[src/rtl/core/owml_pkg.sv]
// Shared types, constants and codes for the omni wheel mixer with lock.
package owml_pkg;

   localparam int FRAC_BITS_DEFAULT   = 16;
   localparam int QUEUE_DEPTH_DEFAULT = 2;
   localparam int CSR_INDEX_WIDTH     = 3;
   localparam int CSR_DATA_WIDTH      = 32;
   localparam int NUM_WHEELS          = 3;

   localparam logic [29:0] SIN60_Q30            = 30'd929887697;
   localparam logic [23:0] IDLE_MAX             = 24'hFF_FFFF;
   localparam logic [30:0] INV_RADIUS_RESET     = 31'd65536;
   localparam logic [30:0] LOCK_THRESHOLD_RESET = 31'd66;
   localparam logic [31:0] INT32_MIN            = 32'h8000_0000;
   localparam logic [31:0] INT32_MAX            = 32'h7FFF_FFFF;

   localparam logic [1:0] WHEEL_R = 2'd0;
   localparam logic [1:0] WHEEL_L = 2'd1;
   localparam logic [1:0] WHEEL_B = 2'd2;

   typedef enum logic [CSR_INDEX_WIDTH-1:0] {
      CSR_INV_RADIUS = 3'd0,
      CSR_TRACK      = 3'd1,
      CSR_LOCK_THR   = 3'd2,
      CSR_TO_ENABLE  = 3'd3,
      CSR_TO_TICKS   = 3'd4
   } csr_index_type;

   typedef enum logic {
      CMD_VELOCITY = 1'b0,
      CMD_TICK     = 1'b1
   } cmd_type;

   typedef enum logic [3:0] {
      BK_IDLE,
      BK_MROT,
      BK_MX,
      BK_XC,
      BK_NUM,
      BK_MAG,
      BK_HI,
      BK_LO,
      BK_FIN
   } back_state_type;

   typedef struct packed {
      logic [30:0] inv_wheel_radius;
      logic [30:0] wheel_track;
      logic [30:0] lock_threshold;
      logic        timeout_enable;
      logic [23:0] timeout_ticks;
   } cfg_type;

   typedef struct packed {
      logic [31:0]                 tx;
      logic [31:0]                 ty;
      logic [31:0]                 trot;
      logic [NUM_WHEELS-1:0][31:0] pos;
      logic [NUM_WHEELS-1:0][31:0] spd;
   } tick_type;

   typedef struct packed {
      logic [NUM_WHEELS-1:0][31:0] drive;
      logic [NUM_WHEELS-1:0]       locked;
      logic [NUM_WHEELS-1:0][31:0] hold;
   } result_type;

endpackage

[src/rtl/core/owml_front.sv]
// Front end: holds the body velocity targets and idle counter, forwards ticks.
module owml_front (
   input  logic                                   clock,
   input  logic                                   reset,
   input  owml_pkg::cfg_type                      cfg,
   input  logic                                   in_valid,
   input  logic                                   in_cmd,
   input  logic [31:0]                            vel_x,
   input  logic [31:0]                            vel_y,
   input  logic [31:0]                            yaw_rate,
   input  logic [owml_pkg::NUM_WHEELS-1:0][31:0]  pos,
   input  logic [owml_pkg::NUM_WHEELS-1:0][31:0]  spd,
   output logic                                   tick_push,
   output owml_pkg::tick_type                     tick_data
);

   logic [31:0] tx_ff, tx_in;
   logic [31:0] ty_ff, ty_in;
   logic [31:0] trot_ff, trot_in;
   logic [23:0] idle_ff, idle_in;
   logic [23:0] idle_inc;

   assign idle_inc = (idle_ff < owml_pkg::IDLE_MAX) ? idle_ff + 1'b1 : idle_ff;

   always_comb begin
      tx_in     = tx_ff;
      ty_in     = ty_ff;
      trot_in   = trot_ff;
      idle_in   = idle_ff;
      tick_push = 1'b0;
      if (in_valid) begin
         unique case (owml_pkg::cmd_type'(in_cmd))
            owml_pkg::CMD_VELOCITY: begin
               tx_in   = vel_x;
               ty_in   = vel_y;
               trot_in = yaw_rate;
               idle_in = '0;
            end
            owml_pkg::CMD_TICK: begin
               idle_in   = idle_inc;
               tick_push = 1'b1;
               if (cfg.timeout_enable && (idle_inc > cfg.timeout_ticks)) begin
                  tx_in   = '0;
                  ty_in   = '0;
                  trot_in = '0;
               end
            end
            default: begin
               idle_in = idle_ff;
            end
         endcase
      end
      tick_data.tx   = tx_in;
      tick_data.ty   = ty_in;
      tick_data.trot = trot_in;
      tick_data.pos  = pos;
      tick_data.spd  = spd;
   end

   always_ff @(posedge clock) begin
      if (reset) begin
         tx_ff   <= '0;
         ty_ff   <= '0;
         trot_ff <= '0;
         idle_ff <= '0;
      end else begin
         tx_ff   <= tx_in;
         ty_ff   <= ty_in;
         trot_ff <= trot_in;
         idle_ff <= idle_in;
      end
   end

endmodule

[config.mk]
export PLATFORM = sky130hd
export DESIGN_NAME = owml_front
export DESIGN_NICKNAME = d
export VERILOG_FILES = /design/src/rtl/core/owml_pkg.sv /design/src/rtl/core/owml_front.sv
export SDC_FILE = /design/constraint.sdc
export NUM_CORES = 1
export LEC_CHECK = 0
export ABC_AREA = 1
export BUFFER_PORTS_ARGS = -buffer_cell sky130_fd_sc_hd__buf_2
export CAP_MARGIN = 25
export CORE_AREA = 8 8 265 267
export DETAILED_ROUTE_END_ITERATION = 10
export DIE_AREA = 0 0 273 275
export GPL_ROUTABILITY_DRIVEN = 0
export HOLD_SLACK_MARGIN = 0.12
export PLACE_DENSITY_LB_ADDON = 0.12
export RECOVER_POWER = 50
export SYNTH_ARGS = -nofsm -noshare
export SYNTH_HDL_FRONTEND = slang
export SYNTH_SLANG_ARGS = --single-unit
[constraint.sdc]
create_clock -name clock -period 3.5 [get_ports clock]
set_input_delay 0 -clock clock [delete_from_list [all_inputs] [get_ports clock]]
set_output_delay 0 -clock clock [all_outputs]
set_load 0.1 [all_outputs]
==> metrics <==
Pleak=8.21 nW; Async SR Flop Fraction=0%; Final period util=104%; Critical-path top delay cell=dfxtp_2; setup violators final=96; Pre-Repair DR Iteration Count=4; layout cells sized above 1=38.8%; Clock Tree Root=clkbuf_16; syn avg cell area=5.95 µm²; CP max stage delay=330 ps; num ports=699; PD cells=395 nW/µm²; clock share of power=27.9%; CP Capture Type=output port; critical-path cell list=ha_2 > nand2_2 > nor2_4 > inv_2 > nor2_4 > xnor2_1 > nand2_2 > ha_1 > nand2_2 > nor2_4 > nand4_1 > o21a_1 > nand2_4 > buf_12 > buf_12 > clkbuf_16 > nand2_2 > nand2_1 > nand2_1 > inv_2 > buf_12; Initial Util=14.3%; DR vias/cell=3.65; Netlist cell types=31; Place WS=82.2 ps; Mapped Nets=2030; Synth Cell Area=9490 µm²; Yosys reg bits=120; initial drt markers=277; most frequent CP cell=nand2_2; # H-tree levels=4; EDFF count, synth=0; total CTS buffers=17; worst path arrival time=3650 ps; nets=2370; num rows=95; Placed Cells=2469; max-cap viol count=0; Critical Path Start Type=register; Critical Path RT=3500 ps; crit-path max FO=6; top-count cell post-synth=nand2_1; synth top area cells=dfxtp_1, nand2_1, buf_4; vias in the first global route=10269; Net Sw Frac=47.6%; Die Area=75100 µm²; clock sink total=120; Fin Clk Skew=17.5 ps; GR Overflow Total=0; core footprint=66300 µm²; largest net degree at the start of global routing=97; Die H=275 µm; IR drop worst, VDD=0.368 mV; area delta synth->final=75.0%; Die X=273 µm; combinational group share of total power=49.7%; total track usage=11.4%; Hold Crit Class=in -> reg; Slew @ Worst Pin=1090 ps; sequential share of the synthesized area=25.3%; CTS tree=yes; cell taking the most area after synthesis=dfxtp_1; initial antenna violation count=7; Clk Latency, worst-skew pair=470 ps; internal power=0.00344 W; Hold Crit Depth=3; Flop pwr share=22.5%; failing checks=negative setup slack; outcome=complete, but fails checks; worst r2r path cells=26; Yosys Warn Count=0; Period minus WS final=3650 ps; Max Clock Freq=274 MHz; CTS Buffer Depth=2; via count=10303; global-route wire length before repair=65200 µm; HP Start=reset; RSZ-0062 raised after global routing=true; DP HPWL=29500 µm; commonest cells in the netlist=nand2_1, inv_1, buf_4; # DRC=0; critical path type=reg -> out; post-synth top area share=25.3%; Slew Limit Fails=0; antenna-violating nets left=0; R2R Path Start=idle_ff[17]; IO buf count=221; P_sw=0.00312 W; Syn Inst Count=1595; Core Util, Final=25.0%; Main synth FF type=dfxtp_1; per-cell routed wire length=16.5 µm; R2R setup slack=280 ps; post-route insts no fill=2823; clock-pin slew on the worst setup and hold paths=60 ps; Max-Slew Margin vs Limit=27.2%; Setup WS post-layout=-154 ps; reg2reg end=tx_ff[0]; Hold Path End=idle_ff[1]; Fin. Hold Viols=0; WL final=46600 µm
timing repair:
item / in CTS / in global routing
endpoints found under the setup margin: 96 / 97
buffers inserted: 12 / 15
hold buffers: 286 / 0
resized for setup: 142 / 246
gates cloned: 2 / 6
pin swaps: 21 / 58
endpoints found under the hold margin: 286 / 0
power by group through the flow:
stage	logic (W)	clock network (W)	registers, W
after global placement	0.00200	0	0.00150
after global routing	0.00340	0.00198	0.00149
after floorplan	0.00226	0	0.00150
after detailed placement	0.00201	0	0.00150
final	0.00326	0.00183	0.00148
after CTS	0.00320	0.00194	0.00147
metal layers:
metal	vias to the layer above	global-route usage, %	part of all wire [%]	wire (µm)
li1	5190	-	-	-
met1	4751	12.2	39	18000
met2	333	21.0	53	24600
met3	29	4.17	7.3	3420
met4	0	3.00	1.2	571
met5	-	0	0	0
stage by stage:
step / hold slack (ps) / total power (W) / cell area [µm²] / setup TNS [ps]
final: 166 / 0.00656 / 16600 / -6910
after global placement: 0.681 / 0.00351 / 11800 / 0
after CTS: 130 / 0.00661 / 15600 / -13470
after detailed placement: 0.681 / 0.00351 / 11800 / 0
after floorplan: 212 / 0.00376 / 9490 / 0
after global routing: 199 / 0.00686 / 16600 / -27750
worst max-delay path: cells and delay by family, from the launching register on:
family,cells,cell delay [ps]
flops,1,330
buf+inv,6,720
fa+ha+maj,2,490
compound gates,1,270
xor+xnor,1,160
simple gates,11,1180
worst max path at each step:
stage / start / end / slack (ps) / cells after the start
3_3_place_gp: idle_ff[1] / tick_data[285] / 70 / 19
2_1_floorplan: idle_ff[0] / tick_data[246] / 280 / 20
6_report: idle_ff[1] / tick_data[268] / -150 / 21
3_5_place_dp: idle_ff[1] / tick_data[250] / 80 / 20
4_1_cts: idle_ff[17] / tick_data[275] / -210 / 25
5_1_grt: idle_ff[17] / tick_data[279] / -370 / 26
cell type report:
class / instances / area [µm²]
Sequential cell: 120 / 2420
Tap cell: 873 / 1090
Multi-Input combinational cell: 962 / 5240
Clock inverter: 12 / 126
Clock buffer: 20 / 447
Inverter: 250 / 947
Fill cell: 7401 / 49700
Timing Repair Buffer: 584 / 6330
Antenna cell: 2 / 5.00
sequential cells by signal, summed over array words and instances, names as in the netlist:
signal and count:
ty_ff 32, tx_ff 32, idle_ff 24, trot_ff 32
cells by family (layout without fill, tap and decap cells):
logic type               after synthesis  count (layout)  share of synthesized area, %
XOR/XNOR                              14              14                          1.29
flip-flops                           120             120                          25.3
AND/OR/NAND/NOR                      785             785                          34.2
AO/OA/AOI/OAI                        138             138                          7.53
other                                  0               2                             0
buffers and inverters                513             866                          28.4
adder cells (fa/ha/maj)               25              25                          3.30
placed cells by master, fill, tap and decap left out, types with 77 or more instances in the layout:
master         synthesis  routed
nor2_1               131     113
inv_2                  2      97
o21ai_0               97      97
nand2_2                1     160
buf_2                  8     123
or2_2                 77      77
nand2_1              529     343
inv_1                248     149
dfxtp_1              120     103
dlygate4sd3_1          0     286
buf_12                 0     108
Note: power is estimated with default switching activity, not from simulation.
