<file path="config.mk">
export PLATFORM = sky130hd
export DESIGN_NAME = owml_queue
export DESIGN_NICKNAME = d
export VERILOG_FILES = /design/src/rtl/core/owml_pkg.sv /design/src/rtl/core/owml_queue.sv
export SDC_FILE = /design/constraint.sdc
export NUM_CORES = 1
export LEC_CHECK = 0
export BUFFER_PORTS_ARGS = -buffer_cell sky130_fd_sc_hd__buf_2
export CAP_MARGIN = 0
export CORE_AREA = 2 2 39 41
export CTS_BUF_LIST = sky130_fd_sc_hd__clkbuf_8
export CTS_CLUSTER_DIAMETER = 60
export DETAILED_ROUTE_END_ITERATION = 16
export DIE_AREA = 0 0 41 43
export PLACE_DENSITY = 0.44
export SLEW_MARGIN = 20
export SYNTH_ARGS = -nofsm -noshare
export SYNTH_HDL_FRONTEND = slang
export SYNTH_SLANG_ARGS = --single-unit
</file>
<file path="constraint.sdc">
create_clock -name clock -period 1.3 [get_ports clock]
set_input_delay 0.13 -clock clock [delete_from_list [all_inputs] [get_ports clock]]
set_output_delay 0.13 -clock clock [all_outputs]
set_load 0.02 [all_outputs]
</file>
<file path="src/rtl/core/owml_pkg.sv">
// Shared types, constants and codes for the omni wheel mixer with lock.
package owml_pkg;

   localparam int FRAC_BITS_DEFAULT   = 16;
   localparam int QUEUE_DEPTH_DEFAULT = 2;
   localparam int CSR_INDEX_WIDTH     = 3;
   localparam int CSR_DATA_WIDTH      = 32;
   localparam int NUM_WHEELS          = 3;

   localparam logic [29:0] SIN60_Q30            = 30'd929887697;
   localparam logic [23:0] IDLE_MAX             = 24'hFF_FFFF;
   localparam logic [30:0] INV_RADIUS_RESET     = 31'd65536;
   localparam logic [30:0] LOCK_THRESHOLD_RESET = 31'd66;
   localparam logic [31:0] INT32_MIN            = 32'h8000_0000;
   localparam logic [31:0] INT32_MAX            = 32'h7FFF_FFFF;

   localparam logic [1:0] WHEEL_R = 2'd0;
   localparam logic [1:0] WHEEL_L = 2'd1;
   localparam logic [1:0] WHEEL_B = 2'd2;

   typedef enum logic [CSR_INDEX_WIDTH-1:0] {
      CSR_INV_RADIUS = 3'd0,
      CSR_TRACK      = 3'd1,
      CSR_LOCK_THR   = 3'd2,
      CSR_TO_ENABLE  = 3'd3,
      CSR_TO_TICKS   = 3'd4
   } csr_index_type;

   typedef enum logic {
      CMD_VELOCITY = 1'b0,
      CMD_TICK     = 1'b1
   } cmd_type;

   typedef enum logic [3:0] {
      BK_IDLE,
      BK_MROT,
      BK_MX,
      BK_XC,
      BK_NUM,
      BK_MAG,
      BK_HI,
      BK_LO,
      BK_FIN
   } back_state_type;

   typedef struct packed {
      logic [30:0] inv_wheel_radius;
      logic [30:0] wheel_track;
      logic [30:0] lock_threshold;
      logic        timeout_enable;
      logic [23:0] timeout_ticks;
   } cfg_type;

   typedef struct packed {
      logic [31:0]                 tx;
      logic [31:0]                 ty;
      logic [31:0]                 trot;
      logic [NUM_WHEELS-1:0][31:0] pos;
      logic [NUM_WHEELS-1:0][31:0] spd;
   } tick_type;

   typedef struct packed {
      logic [NUM_WHEELS-1:0][31:0] drive;
      logic [NUM_WHEELS-1:0]       locked;
      logic [NUM_WHEELS-1:0][31:0] hold;
   } result_type;

endpackage

</file>
<file path="src/rtl/core/owml_queue.sv">
// Small first-in first-out register queue with show-ahead head.
module owml_queue #(
   parameter int WIDTH = 1,
   parameter int DEPTH = owml_pkg::QUEUE_DEPTH_DEFAULT
) (
   input  logic             clock,
   input  logic             reset,
   input  logic             push,
   input  logic [WIDTH-1:0] push_data,
   output logic             full,
   input  logic             pop,
   output logic [WIDTH-1:0] pop_data,
   output logic             empty
);

   localparam int PTR_W = (DEPTH > 1) ? $clog2(DEPTH) : 1;
   localparam int CNT_W = $clog2(DEPTH + 1);

   logic [WIDTH-1:0] mem_ff [DEPTH];
   logic [PTR_W-1:0] wr_ptr_ff, wr_ptr_in;
   logic [PTR_W-1:0] rd_ptr_ff, rd_ptr_in;
   logic [CNT_W-1:0] count_ff, count_in;
   logic             do_push, do_pop;

   assign full     = (count_ff == CNT_W'(DEPTH));
   assign empty    = (count_ff == '0);
   assign do_push  = push && !full;
   assign do_pop   = pop && !empty;
   assign pop_data = mem_ff[rd_ptr_ff];

   always_comb begin
      wr_ptr_in = wr_ptr_ff;
      rd_ptr_in = rd_ptr_ff;
      count_in  = count_ff;
      if (do_push) begin
         wr_ptr_in = (wr_ptr_ff == PTR_W'(DEPTH - 1)) ? '0 : wr_ptr_ff + 1'b1;
      end
      if (do_pop) begin
         rd_ptr_in = (rd_ptr_ff == PTR_W'(DEPTH - 1)) ? '0 : rd_ptr_ff + 1'b1;
      end
      case ({do_push, do_pop})
         2'b10:   count_in = count_ff + 1'b1;
         2'b01:   count_in = count_ff - 1'b1;
         default: count_in = count_ff;
      endcase
   end

   always_ff @(posedge clock) begin
      if (reset) begin
         wr_ptr_ff <= '0;
         rd_ptr_ff <= '0;
         count_ff  <= '0;
      end else begin
         wr_ptr_ff <= wr_ptr_in;
         rd_ptr_ff <= rd_ptr_in;
         count_ff  <= count_in;
      end
   end

   always_ff @(posedge clock) begin
      if (do_push) begin
         mem_ff[wr_ptr_ff] <= push_data;
      end
   end

endmodule

</file>
==> impl_metrics.xml <==
<?xml version="1.0" encoding="UTF-8"?>
<metrics>
  <group name="outcome">
    <metric name="result_of_the_run" unit="">finished with violations</metric>
    <metric name="violations" unit="">negative setup slack</metric>
  </group>
  <group name="cts">
    <metric name="ctsLongestPathBuffers" unit="">2</metric>
    <metric name="cts_made_buffers" unit="">3</metric>
    <metric name="clock_latency" unit="ns">0.22</metric>
    <metric name="htreeDepth" unit="">1</metric>
    <metric name="cts-root-buf" unit="">clkbuf_8</metric>
    <metric name="post_cts_buffers" unit="">0</metric>
    <metric name="cts_tree" unit="">done</metric>
    <metric name="numClockSinks" unit="">7</metric>
    <metric name="worst_setup_hold_path_clk_slew" unit="ns">0.04</metric>
  </group>
  <group name="timing">
    <metric name="timing.final.max_slew_violations" unit="">0</metric>
    <metric name="final_setup_viols" unit="">1</metric>
    <metric name="max_clock_freq" unit="MHz">728</metric>
    <metric name="fin_worst_skew" unit="ns">0.000723</metric>
    <metric name="worst-slew-pin-transition" unit="ns">0.196</metric>
    <metric name="worst_slew_margin_rel" unit="%">86.8</metric>
    <metric name="final.period_utilization" unit="%">106</metric>
    <metric name="report.final.hold_viol_count" unit="">0</metric>
    <metric name="final_critical_path_setup_slack" unit="ns">-0.0736</metric>
    <metric name="layout_min_cycle_time" unit="ns">1.37</metric>
    <metric name="rsz0062_at_grt" unit="">true</metric>
  </group>
  <group name="power">
    <metric name="leakage" unit="nW">0.205</metric>
    <metric name="peakVddDrop" unit="mV">1.01</metric>
    <metric name="power.share.combinational" unit="%">43.7</metric>
    <metric name="clockPowerShare" unit="%">25.5</metric>
    <metric name="total_switching_power" unit="mW">0.364</metric>
    <metric name="power.sequential.fraction" unit="%">30.8</metric>
    <metric name="power.density_cell_area" unit="nW/µm²">2530</metric>
    <metric name="netSwitchingFraction" unit="%">32.3</metric>
    <metric name="internal_power" unit="mW">0.764</metric>
  </group>
  <group name="floorplanning">
    <metric name="floorplan.initialDensity" unit="%">21.3</metric>
    <metric name="die_outline_area" unit="µm²">1760</metric>
    <metric name="design.portCount" unit="">8</metric>
    <metric name="die_width" unit="µm">41</metric>
    <metric name="chipHeight" unit="µm">43</metric>
    <metric name="coreArea" unit="µm²">1380</metric>
    <metric name="rows" unit="">14</metric>
  </group>
  <group name="finish">
    <metric name="synthToLayoutAreaGrowth" unit="%">51.3</metric>
    <metric name="num-nets-final" unit="">51</metric>
    <metric name="post-route-util" unit="%">32.3</metric>
    <metric name="final_cell_count_no_fill" unit="">60</metric>
    <metric name="area.sequential" unit="µm²">163</metric>
    <metric name="multiInputGateArea" unit="µm²">139</metric>
    <metric name="final_common_cell" unit="">buf_2</metric>
    <metric name="layout.cells.most_common_list" unit="">buf_2, nor2_1, dfxtp_1, clkbuf_8, buf_4</metric>
    <metric name="fillCellCount" unit="">153</metric>
    <metric name="antenna-diode-count" unit="">0</metric>
    <metric name="post_route_cells_drive_above_1_share" unit="%">52.3</metric>
  </group>
  <group name="placed_design">
    <metric name="post-place-ws" unit="ns">-0.0851</metric>
    <metric name="detailedPlacementHpwl" unit="µm">491</metric>
    <metric name="io_buffer_count" unit="">7</metric>
    <metric name="place_inst" unit="">56</metric>
    <metric name="globalplace.congestion" unit="">0.682</metric>
  </group>
  <group name="logic_synthesis">
    <metric name="synth_cell_type_count" unit="">16</metric>
    <metric name="synth.cell_area" unit="µm²">295</metric>
    <metric name="ys_seq_elements" unit="">7</metric>
    <metric name="postSynthNetCount" unit="">35</metric>
    <metric name="synth.avg_cell_area" unit="µm²">10.2</metric>
    <metric name="ys_warn_count" unit="">0</metric>
    <metric name="synth.yosys.seq_area_share" unit="%">54.2</metric>
    <metric name="synthCells" unit="">29</metric>
  </group>
  <group name="critical_path">
    <metric name="max_stage_delay" unit="ns">0.35</metric>
    <metric name="critical_path.slowest_cell" unit="">or3_1</metric>
    <metric name="sort_of_element_at_the_end_of_the_critical_path" unit="">flop</metric>
    <metric name="number_of_cell_instances_on_the_worst_register_to_register_path" unit="">5</metric>
    <metric name="setup.worst_path.start_class" unit="">flop</metric>
    <metric name="crit_path_cell_trace" unit="">o21a_1, ha_2, xnor2_1, or3_1, a21oi_1</metric>
    <metric name="crit_fanout" unit="">3</metric>
    <metric name="worst-endpoint-arrival" unit="ns">1.52</metric>
    <metric name="endpoint_required_time_on_the_critical_path" unit="ns">1.45</metric>
    <metric name="reg2reg_setup_slack" unit="ns">-0.07</metric>
    <metric name="regToRegStartpoint" unit="">count_ff[1]</metric>
    <metric name="r2r_end" unit="">count_ff[1]</metric>
    <metric name="worstSetupPathType" unit="">flop to flop</metric>
  </group>
  <group name="drt">
    <metric name="routed_wl" unit="µm">576</metric>
    <metric name="detail_route.drc_violations" unit="">0</metric>
    <metric name="dr_wl_met3" unit="µm">49</metric>
    <metric name="wl_met1" unit="µm">216</metric>
    <metric name="first_iter_violations" unit="">3</metric>
    <metric name="ant_nets" unit="">0</metric>
    <metric name="met2RoutedLength" unit="µm">310</metric>
    <metric name="routed_wirelength_normalized_by_instance_count" unit="µm">9.60</metric>
    <metric name="routed_via_density" unit="">4.03</metric>
    <metric name="drt_pre_antenna_iters" unit="">3</metric>
    <metric name="top_layer_used" unit="">met3</metric>
    <metric name="via_count" unit="">242</metric>
  </group>
  <group name="global_routing">
    <metric name="antenna_violations_before_repair" unit="">0</metric>
    <metric name="global_route.overflow_total" unit="">0</metric>
    <metric name="grt_max_degree" unit="">6</metric>
    <metric name="grt_pass1_vias" unit="">260</metric>
    <metric name="track_usage" unit="%">8.58</metric>
    <metric name="grt_first_pass_wirelength" unit="µm">931</metric>
  </group>
  <group name="min_path">
    <metric name="worst_hold_path_type" unit="">input pin to flop</metric>
    <metric name="holdCritStartpoint" unit="">push_data</metric>
    <metric name="hold_end" unit="">mem_ff[1]</metric>
    <metric name="worst_hold_path.num_cells" unit="">1</metric>
  </group>
  <group name="job">
    <metric name="cap_violations" unit="">0</metric>
  </group>
</metrics>
what timing repair did:
| action | 4_1_cts | 5_1_grt |
|---|---|---|
| hold buffers | 0 | 0 |
| endpoints found under the setup margin | 1 | 2 |
| resized for setup | 1 | 3 |
final cells by class:
cell class / count / share of cell area (%)
clock buffer: 3 / 9.24
multi-input combinational: 19 / 31.1
timing repair buffer: 11 / 15.4
tap: 16 / 4.48
inverter: 3 / 2.52
sequential: 7 / 36.4
clock inverter: 1 / 0.840
worst max-delay path by stage:
stage | slack (ns) | end | start | cells past startpoint
2_1_floorplan | -0.03 | count_ff[1] | count_ff[1] | 5
3_3_place_gp | -0.04 | count_ff[1] | count_ff[1] | 5
3_5_place_dp | -0.09 | count_ff[1] | count_ff[1] | 5
4_1_cts | -0.08 | count_ff[1] | count_ff[1] | 5
5_1_grt | -0.12 | count_ff[1] | count_ff[0] | 5
6_report | -0.07 | count_ff[1] | count_ff[1] | 5
synthesized netlist by cell type:
cell type	n	area (µm²)
mux2_2	1	11.3
edfxtp_1	2	60.1
o21ai_0	2	10.0
nand2_1	1	3.75
and3_1	1	6.26
a21oi_1	2	10.0
nor2_1	4	15.0
inv_2	1	3.75
or3_1	2	12.5
xnor2_1	2	17.5
inv_1	2	7.51
dfxtp_1	5	100
nand2b_2	1	8.76
xor2_1	1	8.76
ha_1	1	12.5
o21a_1	1	7.51
cells by family after synthesis:
logic type,Yosys count,share of synthesized area (%)
adder cells (fa/ha/maj),1,4.24
AO/OA/AOI/OAI,5,9.32
AND/OR/NAND/NOR,9,15.7
buffers and inverters,3,3.81
flip-flops,7,54.2
multiplexers,1,3.81
XOR/XNOR,3,8.90
layer usage:
layer	global-route usage [%]	vias to the layer above
met4	2.00	0
met3	7.85	0
met2	13.4	8
met1	7.84	109
li1	-	125
met5	0	-
metrics by stage:
step	hold slack [ns]	total power, mW	TNS (ns)	area [µm²]
4_1_cts	0.107	1.13	-0.0844	438
5_1_grt	0.101	1.22	-0.125	447
3_3_place_gp	0.323	0.799	-0.0438	392
2_1_floorplan	0.195	0.649	-0.0284	307
3_5_place_dp	0.337	0.831	-0.0851	392
6_report	0.108	1.13	-0.0736	447
power groups by stage:
stage                     Combinational, mW  Clock, mW  Sequential, mW
after detailed placement              0.481          0           0.349
after global placement                0.453          0           0.347
after global routing                  0.544      0.317           0.356
final                                 0.493      0.287           0.347
after floorplan                       0.295          0           0.354
after CTS                             0.484      0.300           0.349
critical path, delay by kind of cell, from the launching register on:
family	cells	cell delay (ns)
AND/OR/NAND/NOR	1	0.35
flip-flops	1	0.33
AO/OA/AOI/OAI	2	0.31
XOR/XNOR	1	0.13
adder cells (fa/ha/maj)	1	0.17
Power figures use the tool's default switching activity.
